**src/hw/rtl/ath_pkg.sv**
```systemverilog
package ath_pkg;

    // Window length and field widths.
    localparam int SAMPLES   = 10;
    localparam int SAMPLE_W  = 10;
    localparam int SUM_W     = 14;
    localparam int CNT_W     = $clog2(SAMPLES + 1);
    localparam int CFG_IDX_W = 8;
    localparam int PHASE_W   = 8;
    localparam int PHASES    = 4;
    localparam int PHASE_IDX_W = $clog2(PHASES);

    // Reciprocal of the window length, scaled by 2^SUM_W. The truncated
    // estimate is low by at most one and is fixed by one compare.
    localparam int RECIP_W = SUM_W + 1;
    localparam int PROD_W  = SUM_W + RECIP_W;
    localparam logic [RECIP_W-1:0] RECIP = RECIP_W'((2 ** SUM_W) / SAMPLES);

    // Register indexes of the configuration port.
    typedef enum logic [CFG_IDX_W-1:0] {
        CFG_HEAT_ON_BELOW  = 8'd0,
        CFG_COOL_ON_ABOVE  = 8'd1,
        CFG_COOL_OFF_BELOW = 8'd2,
        CFG_HEAT_OFF_ABOVE = 8'd3
    } t_cfg_idx;

    // Reset thresholds: 15, 35, 25 and 30 degrees at 2.054 counts per degree.
    localparam logic [SAMPLE_W-1:0] RST_HEAT_ON_BELOW  = 10'd31;
    localparam logic [SAMPLE_W-1:0] RST_COOL_ON_ABOVE  = 10'd71;
    localparam logic [SAMPLE_W-1:0] RST_COOL_OFF_BELOW = 10'd52;
    localparam logic [SAMPLE_W-1:0] RST_HEAT_OFF_ABOVE = 10'd61;

    // Stepper phase sequence, one nibble per step.
    function automatic logic [3:0] phase_pattern(input logic [PHASE_IDX_W-1:0] k);
        logic [3:0] p;
        case (k)
            2'd0:    p = 4'd9;
            2'd1:    p = 4'd12;
            2'd2:    p = 4'd6;
            default: p = 4'd3;
        endcase
        return p;
    endfunction

endpackage

```
**src/hw/rtl/ath_ifs.sv**
```systemverilog
// Sample stream into the thermostat.
interface ath_sample_if;
    import ath_pkg::*;
    logic                valid;
    logic                ready;
    logic [SAMPLE_W-1:0] sample;

    modport source (output valid, output sample, input ready);
    modport sink   (input valid, input sample, output ready);
endinterface

// Result stream out of the thermostat.
interface ath_result_if;
    import ath_pkg::*;
    logic                valid;
    logic                ready;
    logic [SAMPLE_W-1:0] average;
    logic                heater_on;
    logic                cooler_on;
    logic [PHASE_W-1:0]  motor_phase;
    logic                last;

    modport source (output valid, output average, output heater_on, output cooler_on,
                    output motor_phase, output last, input ready);
    modport sink   (input valid, input average, input heater_on, input cooler_on,
                    input motor_phase, input last, output ready);
endinterface

// Register write channel.
interface ath_cfg_if;
    import ath_pkg::*;
    logic                 valid;
    logic                 ready;
    logic [CFG_IDX_W-1:0] index;
    logic [SAMPLE_W-1:0]  data;

    modport source (output valid, output index, output data, input ready);
    modport sink   (input valid, input index, input data, output ready);
endinterface

```
**src/hw/rtl/averaged_hysteresis_thermostat.sv**
```systemverilog
// The result of a window passes through stages A, B and C after the transfer of its last sample.
// Throughput: one sample per cycle unless the pipeline stalls; a window gives one status result or four phase
// results, one per cycle while o_result.ready is high; samples stall only while stage A holds a
// closed window that cannot move. The sum stage, division stage and output register form a
// three-deep pipeline that stalls on output. Reset (synchronous, active low) clears the sum,
// count and flags, empties the pipeline and loads the reset thresholds.
module averaged_hysteresis_thermostat (
    input  logic         i_clk,
    input  logic         i_rst_n,
    ath_sample_if.sink   i_sample,
    ath_cfg_if.sink      i_cfg,
    ath_result_if.source o_result
);
    import ath_pkg::*;

    // Threshold registers.
    logic [SAMPLE_W-1:0] r_heat_on_below;
    logic [SAMPLE_W-1:0] r_cool_on_above;
    logic [SAMPLE_W-1:0] r_cool_off_below;
    logic [SAMPLE_W-1:0] r_heat_off_above;

    // Accumulator.
    logic [SUM_W-1:0] r_sum;
    logic [CNT_W-1:0] r_count;
    logic [SUM_W-1:0] n_sum;
    logic             win_end;
    logic             in_xfer;

    // Pipeline stages.
    logic             r_a_valid;
    logic [SUM_W-1:0] r_a_sum;
    logic             r_b_valid;
    logic [SUM_W-1:0] r_b_sum;
    logic [PROD_W-1:0] r_b_prod;
    logic             r_c_valid;
    logic [SAMPLE_W-1:0] r_c_avg;
    logic [PHASE_IDX_W-1:0] r_k;
    logic             r_heater;
    logic             r_cooler;

    logic a_free, b_free, c_free;
    logic out_last;
    logic out_xfer;

    // Division correction and flag update.
    logic [RECIP_W-1:0]  q_est;
    logic [RECIP_W-1:0]  q_mul;
    logic [RECIP_W-1:0]  rem;
    logic [RECIP_W-1:0]  quot;
    logic [SAMPLE_W-1:0] avg;
    logic                n_heater;
    logic                n_cooler;
    logic [3:0]          phase;

    // Stage handshakes: each stage moves when the one after it has room.
    assign out_last = (r_k == PHASE_IDX_W'(PHASES - 1)) || (!r_heater && !r_cooler);
    assign out_xfer = r_c_valid && o_result.ready;
    assign c_free   = !r_c_valid || (o_result.ready && out_last);
    assign b_free   = !r_b_valid || c_free;
    assign a_free   = !r_a_valid || b_free;
    assign in_xfer  = i_sample.valid && a_free;

    assign n_sum   = r_sum + SUM_W'(i_sample.sample);
    assign win_end = (r_count == CNT_W'(SAMPLES - 1));

    // Quotient estimate from the reciprocal product, then one correction step.
    always_comb begin
        q_est = r_b_prod[PROD_W-1:SUM_W];
        q_mul = RECIP_W'(q_est * RECIP_W'(SAMPLES));
        rem   = {1'b0, r_b_sum} - q_mul;
        quot  = (rem >= RECIP_W'(SAMPLES)) ? q_est + RECIP_W'(1) : q_est;
        avg   = quot[SAMPLE_W-1:0];
    end

    // Hysteresis rules, tried in priority order.
    always_comb begin
        n_heater = r_heater;
        n_cooler = r_cooler;
        if (!r_cooler && !r_heater && avg < r_heat_on_below) begin
            n_heater = 1'b1;
        end else if (!r_cooler && !r_heater && avg > r_cool_on_above) begin
            n_cooler = 1'b1;
        end else if (r_cooler && !r_heater && avg < r_cool_off_below) begin
            n_cooler = 1'b0;
        end else if (!r_cooler && r_heater && avg > r_heat_off_above) begin
            n_heater = 1'b0;
        end
    end

    // Configuration writes; unknown indexes are ignored.
    always_ff @(posedge i_clk) begin
        if (!i_rst_n) begin
            r_heat_on_below  <= RST_HEAT_ON_BELOW;
            r_cool_on_above  <= RST_COOL_ON_ABOVE;
            r_cool_off_below <= RST_COOL_OFF_BELOW;
            r_heat_off_above <= RST_HEAT_OFF_ABOVE;
        end else if (i_cfg.valid) begin
            case (i_cfg.index)
                CFG_HEAT_ON_BELOW:  r_heat_on_below  <= i_cfg.data;
                CFG_COOL_ON_ABOVE:  r_cool_on_above  <= i_cfg.data;
                CFG_COOL_OFF_BELOW: r_cool_off_below <= i_cfg.data;
                CFG_HEAT_OFF_ABOVE: r_heat_off_above <= i_cfg.data;
                default: ;
            endcase
        end
    end

    // Accumulate samples and close the window.
    always_ff @(posedge i_clk) begin
        if (!i_rst_n) begin
            r_sum   <= '0;
            r_count <= '0;
        end else if (in_xfer) begin
            if (win_end) begin
                r_sum   <= '0;
                r_count <= '0;
            end else begin
                r_sum   <= n_sum;
                r_count <= r_count + CNT_W'(1);
            end
        end
    end

    // Pipeline control state.
    always_ff @(posedge i_clk) begin
        if (!i_rst_n) begin
            r_a_valid <= 1'b0;
            r_b_valid <= 1'b0;
            r_c_valid <= 1'b0;
            r_heater  <= 1'b0;
            r_cooler  <= 1'b0;
            r_k       <= '0;
        end else begin
            if (a_free) begin
                r_a_valid <= in_xfer && win_end;
            end
            if (b_free) begin
                r_b_valid <= r_a_valid;
            end
            if (c_free) begin
                r_c_valid <= r_b_valid;
                if (r_b_valid) begin
                    r_heater <= n_heater;
                    r_cooler <= n_cooler;
                    r_k      <= '0;
                end
            end else if (out_xfer) begin
                r_k <= r_k + PHASE_IDX_W'(1);
            end
        end
    end

    // Pipeline payload.
    always_ff @(posedge i_clk) begin
        if (a_free) begin
            r_a_sum <= n_sum;
        end
        if (b_free) begin
            r_b_sum  <= r_a_sum;
            r_b_prod <= PROD_W'(r_a_sum) * PROD_W'(RECIP);
        end
        if (c_free && r_b_valid) begin
            r_c_avg <= avg;
        end
    end

    // Result drive.
    assign phase = phase_pattern(r_k);

    always_comb begin
        o_result.valid     = r_c_valid;
        o_result.average   = r_c_avg;
        o_result.heater_on = r_heater;
        o_result.cooler_on = r_cooler;
        o_result.last      = out_last;
        if (r_heater) begin
            o_result.motor_phase = {phase, 4'd0};
        end else if (r_cooler) begin
            o_result.motor_phase = {4'd0, phase};
        end else begin
            o_result.motor_phase = '0;
        end
    end

    assign i_sample.ready = a_free;
    assign i_cfg.ready    = 1'b1;

endmodule

```
**src/flat_wrapper.sv**
```systemverilog
// flat-port wrapper written by rule: the top's interface ports become plain ports
module averaged_hysteresis_thermostat_flat import ath_pkg::*;
  (i_clk, i_rst_n, i_sample_valid, i_sample_sample, i_sample_ready, i_cfg_valid, i_cfg_index, i_cfg_data, i_cfg_ready, o_result_valid, o_result_average, o_result_heater_on, o_result_cooler_on, o_result_motor_phase, o_result_last, o_result_ready);
  ath_sample_if i_sample_i ();
  ath_cfg_if i_cfg_i ();
  ath_result_if o_result_i ();
  input  logic i_clk;
  input  logic i_rst_n;
  input wire logic [$bits(i_sample_i.valid)-1:0] i_sample_valid;
  input wire logic [$bits(i_sample_i.sample)-1:0] i_sample_sample;
  output wire logic [$bits(i_sample_i.ready)-1:0] i_sample_ready;
  input wire logic [$bits(i_cfg_i.valid)-1:0] i_cfg_valid;
  input wire logic [$bits(i_cfg_i.index)-1:0] i_cfg_index;
  input wire logic [$bits(i_cfg_i.data)-1:0] i_cfg_data;
  output wire logic [$bits(i_cfg_i.ready)-1:0] i_cfg_ready;
  output wire logic [$bits(o_result_i.valid)-1:0] o_result_valid;
  output wire logic [$bits(o_result_i.average)-1:0] o_result_average;
  output wire logic [$bits(o_result_i.heater_on)-1:0] o_result_heater_on;
  output wire logic [$bits(o_result_i.cooler_on)-1:0] o_result_cooler_on;
  output wire logic [$bits(o_result_i.motor_phase)-1:0] o_result_motor_phase;
  output wire logic [$bits(o_result_i.last)-1:0] o_result_last;
  input wire logic [$bits(o_result_i.ready)-1:0] o_result_ready;
  assign i_sample_i.valid = i_sample_valid;
  assign i_sample_i.sample = i_sample_sample;
  assign i_sample_ready = i_sample_i.ready;
  assign i_cfg_i.valid = i_cfg_valid;
  assign i_cfg_i.index = i_cfg_index;
  assign i_cfg_i.data = i_cfg_data;
  assign i_cfg_ready = i_cfg_i.ready;
  assign o_result_valid = o_result_i.valid;
  assign o_result_average = o_result_i.average;
  assign o_result_heater_on = o_result_i.heater_on;
  assign o_result_cooler_on = o_result_i.cooler_on;
  assign o_result_motor_phase = o_result_i.motor_phase;
  assign o_result_last = o_result_i.last;
  assign o_result_i.ready = o_result_ready;
  averaged_hysteresis_thermostat u_core (.i_clk(i_clk), .i_rst_n(i_rst_n), .i_sample(i_sample_i), .i_cfg(i_cfg_i), .o_result(o_result_i));
endmodule
```
**config.mk**
```make
export PLATFORM = sky130hd
export DESIGN_NAME = averaged_hysteresis_thermostat_flat
export DESIGN_NICKNAME = d
export VERILOG_FILES = /design/src/hw/rtl/ath_pkg.sv /design/src/hw/rtl/ath_ifs.sv /design/src/hw/rtl/averaged_hysteresis_thermostat.sv /design/src/flat_wrapper.sv
export SDC_FILE = /design/constraint.sdc
export NUM_CORES = 1
export LEC_CHECK = 0
export BUFFER_PORTS_ARGS = -buffer_cell sky130_fd_sc_hd__buf_2
export CORE_UTILIZATION = 55
export DETAILED_ROUTE_END_ITERATION = 8
export MAX_ROUTING_LAYER = met4
export PLACE_DENSITY = 0.73
export SYNTH_ARGS = -nofsm -noshare
export SYNTH_HDL_FRONTEND = slang
export SYNTH_SLANG_ARGS = --single-unit
```
**constraint.sdc**
```tcl
create_clock -name i_clk -period 8 [get_ports i_clk]
set_input_delay 0.8 -clock i_clk [delete_from_list [all_inputs] [get_ports i_clk]]
set_output_delay 0.8 -clock i_clk [all_outputs]
set_load 0.01 [all_outputs]
```
# Word level (Yosys, flattened, before mapping)
# Index checks and enable logic that the tools add are counted.
# classes
addsub,5
order_cmp,5
bitwise_logic,1
n_mul,2
muxes,15
n_reduce_logical,33
n_eq_ne,10
# op_table
operator,count
"14-bit by 10-bit multiplier with 24-bit output, second input constant",1
10-bit greater-than comparator,2
10-bit less-than comparator,2
"8-bit by 2-bit == test with 1-bit output, second input constant",2
"15-bit by 4-bit >= comparator with 1-bit output, second input constant",1
14-bit by 15-bit subtractor with 15-bit output,1
14-bit by 10-bit adder with 14-bit output,1
"11-bit by 3-bit multiplier with 14-bit output, second input constant",1
14-bit two-way mux,1
1-bit logical AND,12
4-bit case mux with 3 select lines,1
"10-bit by 1-bit adder with 10-bit output, second input constant",1
10-bit two-way mux,1
2-bit AND reduction,5
"8-bit by 1-bit == test with 1-bit output, second input constant",1
8-bit logical NOT,1
4-bit two-way mux,2
8-bit two-way mux,1
1-bit two-way mux,6
2-bit two-way mux,3
"2-bit by 1-bit != test with 1-bit output, second input constant",3
2-bit nonzero test,3
1-bit logical NOT,5
5-bit AND reduction,1
other kinds (9),13
# word_totals
inputBits,33
regBits,127
word_cells,87

# Depth between registers and ports, before layout
# logic_depth
word_depth,10
depth_mapped,33
ltp_nobuf,33

# Least setup slack after synthesis
# Ideal clock, no wire load.
# synth_timing
path_type,register to register
start,reg u_core.r_b_prod[16]
end,reg u_core.r_cooler (netlist: u_core.o_result.cooler_on)
setup_ns,0.116
stages_incl_launch_ff,32
period_less_slack_ns,6.074
required_ns,7.884
slack_ns,1.926
arrival_time_ns,5.958
path_buffers,1
cell_sequence,edfxtp_1 > ha_1 > ha_1 > a21o_1 > a21oi_1 > o21bai_1 > a21oi_1 > nor2b_1 > o21a_1 > nor2_1 > xor2_1 > ha_1 > buf_2 > nand2_1 > nor3_1 > a311o_1 > and4bb_1 > nand4_1 > nor4_4 > nor2_1 > xor2_1 > ha_1 > a21o_1 > a21o_1 > a21o_1 > a21o_1 > a21oi_1 > o21ai_0 > o21ai_0 > o21ai_1 > nand2b_1 > a31o_1
# synth_between
elab_chain_len,8
# synth_rtl
element,line,source
start: declaration,averaged_hysteresis_thermostat.sv:34,logic [PROD_W-1:0] r_b_prod;
start signal: assignment,averaged_hysteresis_thermostat.sv:160,r_b_prod <= PROD_W'(r_a_sum) * PROD_W'(RECIP);
11-bit by 3-bit multiplier with 14-bit output,averaged_hysteresis_thermostat.sv:69,q_mul = RECIP_W'(q_est * RECIP_W'(SAMPLES));
14-bit by 15-bit subtractor with 15-bit output,averaged_hysteresis_thermostat.sv:70,"rem = {1'b0, r_b_sum} - q_mul;"
15-bit by 4-bit >= comparator with 1-bit output,averaged_hysteresis_thermostat.sv:71,quot = (rem >= RECIP_W'(SAMPLES)) ? q_est + RECIP_W'(1) : q_est;
10-bit two-way mux (*),averaged_hysteresis_thermostat.sv:71,
via u_core.quot[3],averaged_hysteresis_thermostat.sv:49,logic [RECIP_W-1:0] quot;
"10-bit less-than comparator, or another cell as far along",averaged_hysteresis_thermostat.sv:83,end else if (r_cooler && !r_heater && avg < r_cool_off_below) begin
1-bit logical AND (on tied branches),"averaged_hysteresis_thermostat.sv:83, averaged_hysteresis_thermostat.sv:79, averaged_hysteresis_thermostat.sv:81",
2-bit nonzero test (no line) or 1-bit NOT (tied branches),n/a,
4-bit AND reduction (no line),n/a,
end signal: assignment,averaged_hysteresis_thermostat.sv:144,r_cooler <= n_cooler;
end: declaration,averaged_hysteresis_thermostat.sv:39,logic r_cooler;
# Mark *: on every way through the listed nets, which the timed path passes. The rest lies on a longest branch.
# A chain may end at the register's enable or synchronous reset.

# Worst setup path in the final report
# Same ends and word-level chain as after synthesis.

==> impl_metrics.csv <==
group,metric,value,unit
global_routing,grt_max_degree,52,
setup_path,cp.required,8.31,ns
clock_tree,clock_path_buffers,2,
timing,slew_viol_final,0,
finish,multi_input_area,0.006071,sq mm
clock_tree,clock-root-buffer,"clkbuf_16",
global_routing,grt_use_total,24.76,%
setup_path,worstReg2RegEnd,"u_core.o_result.cooler_on",
setup_path,r2r-start,"u_core.r_b_prod[16]",
timing,tightest_slew,1.012,ns
detailed_routing,drc,0,
timing,setup-tns-final,0,ns
logic_synthesis,syn_nets,1201,
timing,fin_skew,0.008323,ns
min_path,hold_class,"reg -> reg",
finish,antenna_cells,0,
flow_run,maxCapViolations,0,
floorplan,die_area,0.01761,sq mm
logic_synthesis,synth-seq-cells,113,
logic_synthesis,synthArstFlopShare,0,%
setup_path,cp-end-kind,"flip-flop",
clock_tree,cts_resized,0,
clock_tree,postCtsSetupBuffers,0,
finish,fillCellCount,1364,
timing,setup_violations,0,
logic_synthesis,dominantRegCellSynth,"dfxtp_1",
logic_synthesis,synth_edf_count,48,
detailed_routing,vias,7007,
detailed_routing,post_drt_wl_per_cell,15.93,um
clock_tree,htree_levels,4,
global_routing,antenna_found_initial,0,
floorplan,die_h,132.7,um
global_routing,grt_pass1_vias,7029,
floorplan,ios,57,
setup_path,rr_worst_depth,30,
timing,layout_min_cycle_time,6.940,ns
floorplan,core_area,0.01664,sq mm
floorplan,start_util,56.46,%
outcome,status,"completed",
setup_path,r2r_slack,1.06,ns
finish,seqCellArea,0.002743,sq mm
global_routing,grt_pass1_wl,33390,um
clock_tree,clk_latency,0.42,ns
detailed_routing,drt_wl_total,19980,um
logic_synthesis,ys_seq_area_share,29.19,%
detailed_routing,drtPass1Iterations,6,
setup_path,path_max_fanout,11,
detailed_routing,viasPerCell,5.588,
timing,fin_crit_sh,86.75,%
setup_path,cp_slowest_cell,"edfxtp_1",
logic_synthesis,synth_top_area_share,21.70,%
clock_tree,cts_buffers,17,
logic_synthesis,synthesis.area,0.009397,sq mm
timing,max_freq,144.1,MHz
setup_path,critical_path_class,"reg -> reg",
finish,nets,1256,
finish,syn_to_final_growth,11.38,%
floorplan,rows,47,
clock_tree,cts_tree,"done",
min_path,holdPathStages,2,
finish,layout-drive-gt1-share,9.768,%
place,place_congestion,0.8823,
clock_tree,cts_num_sinks,113,
logic_synthesis,synth_area_leaders,"ha_1 22%, edfxtp_1 15%, dfxtp_1 14%, fa_1 8.3%, inv_1 5.2%",
clock_tree,cts_hold_buf,0,
timing,rsz0062_at_grt,"false",
setup_path,startpoint_type,"flip-flop",
floorplan,dieWidth,132.7,um
min_path,holdPathEnd,"u_core.r_sum[9]",
logic_synthesis,synth.distinct_cells,70,
logic_synthesis,synthCells,966,
timing,hold_viol,0,
place,dp_hpwl,15350,um
logic_synthesis,avgSynthCellArea,9.727,sq um
logic_synthesis,yosys_warnings,0,
timing,slew_headroom,32.34,%
detailed_routing,drtAntennaViolNets,0,
place,portBuffers,55,
detailed_routing,drtIter0Drc,373,
min_path,min_from,"u_core.r_sum[9]",
setup_path,arrival,7.25,ns
logic_synthesis,yosys.area.top_type,"ha_1",
setup_path,max_stage_delay,0.46,ns
clock_tree,cts.clk_slew.worst_paths,0.05,ns
global_routing,grt_overflow,0,
layout by cell type (no fill, tap or decap), types with 20 or more instances in the layout:
cell type / n
o21ai_0: 21
a21oi_1: 47
xnor2_1: 28
nand2_1: 55
clkbuf_16: 20
fa_1: 39
nor2b_1: 49
nand3_1: 25
buf_2: 55
ha_1: 163
a21o_1: 24
nor2_1: 43
edfxtp_1: 48
mux2i_1: 38
dfxtp_1: 65
inv_1: 129
worst max-delay path by stage:
stage,endpoint,from,slack (ns),cells past startpoint
floorplan,u_core.o_result.cooler_on,u_core.r_b_prod[16],1.93,31
global placement,u_core.o_result.cooler_on,u_core.r_b_prod[16],1.38,30
detailed placement,u_core.o_result.cooler_on,u_core.r_b_prod[16],1.21,30
CTS,u_core.o_result.cooler_on,u_core.r_b_prod[16],1.06,30
global route,u_core.o_result.cooler_on,u_core.r_b_prod[16],0.44,30
finish,u_core.o_result.cooler_on,u_core.r_b_prod[16],1.06,30
through the flow:
step | hold WS, ns | cell area (sq um) | setup WS, ns | instances | utilization (%)
floorplan | 0.4377 | 9397 | 1.926 | 966 | -
global placement | 0.4475 | 9871 | 1.381 | 1222 | 59.31
detailed placement | 0.4513 | 9871 | 1.206 | 1222 | 59.31
CTS | 0.4601 | 10470 | 1.060 | 1254 | 62.89
global route | 0.4738 | 10470 | 0.4422 | 1254 | 62.89
finish | 0.4632 | 10470 | 1.060 | 1254 | 62.89
logic make-up after synthesis:
logic type	after synthesis	synth area share (%)
simple gates	245	13.82
fa+ha+maj	202	30.01
compound gates	173	12.65
buf+inv	151	6.205
flops	113	29.19
xor+xnor	42	3.915
mux	39	4.168
other cells	1	0.03991
worst max-delay path, delay by kind of cell, from the launching register on:
kind            cells  cell delay, ns
compound gates     14            2.54
flops               1            0.46
fa+ha+maj           4            1.40
xor+xnor            2            0.62
simple gates       10            1.80
cells in the mapped netlist (all sizes together), types with 3 or more instances:
master  count
a211oi      7
a21oi      48
a31oi       4
o211ai      9
nor3        9
edfxtp     48
o21ai      22
nand3      25
nand2      55
buf         9
nor4        4
nand3b      5
clkbuf     13
or3         4
a311oi      3
mux2i      38
o21bai      3
inv       129
nand4      15
nand2b      9
nor2b      49
a31o        3
a211o       3
xor2       14
a22oi       4
nor3b       4
or2         3
a21o       24
dfxtp      65
o21a        8
xnor2      28
nor2       43
ha        163
a41oi       3
fa         39
and3        6
a21boi     11
and2        8
routing by layer:
layer | track usage, % | vias up | part of all wire (%)
met2 | 38.92 | 156 | 45
met1 | 32.09 | 3324 | 48
met3 | 4.330 | 31 | 4.3
li1 | - | 3496 | -
met5 | - | - | 0
met4 | 8.748 | 0 | 2.0
registers in the layout (all words and copies together), names as in the netlist:
| signal | cells |
|---|---|
| u_core.r_heat_on_below | 10 |
| u_core.r_cool_on_above | 10 |
| u_core.r_count | 4 |
| u_core.r_cool_off_below | 10 |
| u_core.r_heat_off_above | 10 |
| u_core.r_a_sum | 14 |
| u_core.r_a_valid | 1 |
| u_core.r_k | 2 |
| u_core.o_result.valid | 1 |
| u_core.o_result.average | 10 |
| u_core.o_result.cooler_on | 1 |
| u_core.o_result.heater_on | 1 |
| u_core.r_b_prod | 11 |
| u_core.r_b_valid | 1 |
| u_core.r_b_sum | 13 |
| u_core.r_sum | 14 |
layout make-up:
| cell class | count | area share [%] |
|---|---|---|
| tap | 220 | 2.630 |
| clock buffer | 24 | 5.021 |
| timing repair buffer | 58 | 2.845 |
| inverter | 129 | 4.626 |
| sequential | 113 | 26.20 |
| clock inverter | 8 | 0.6695 |
| multi-input combinational | 702 | 58.00 |
Power is not shown: default switching activity piles up to over one toggle a cycle in this logic, so the estimate is an artifact.
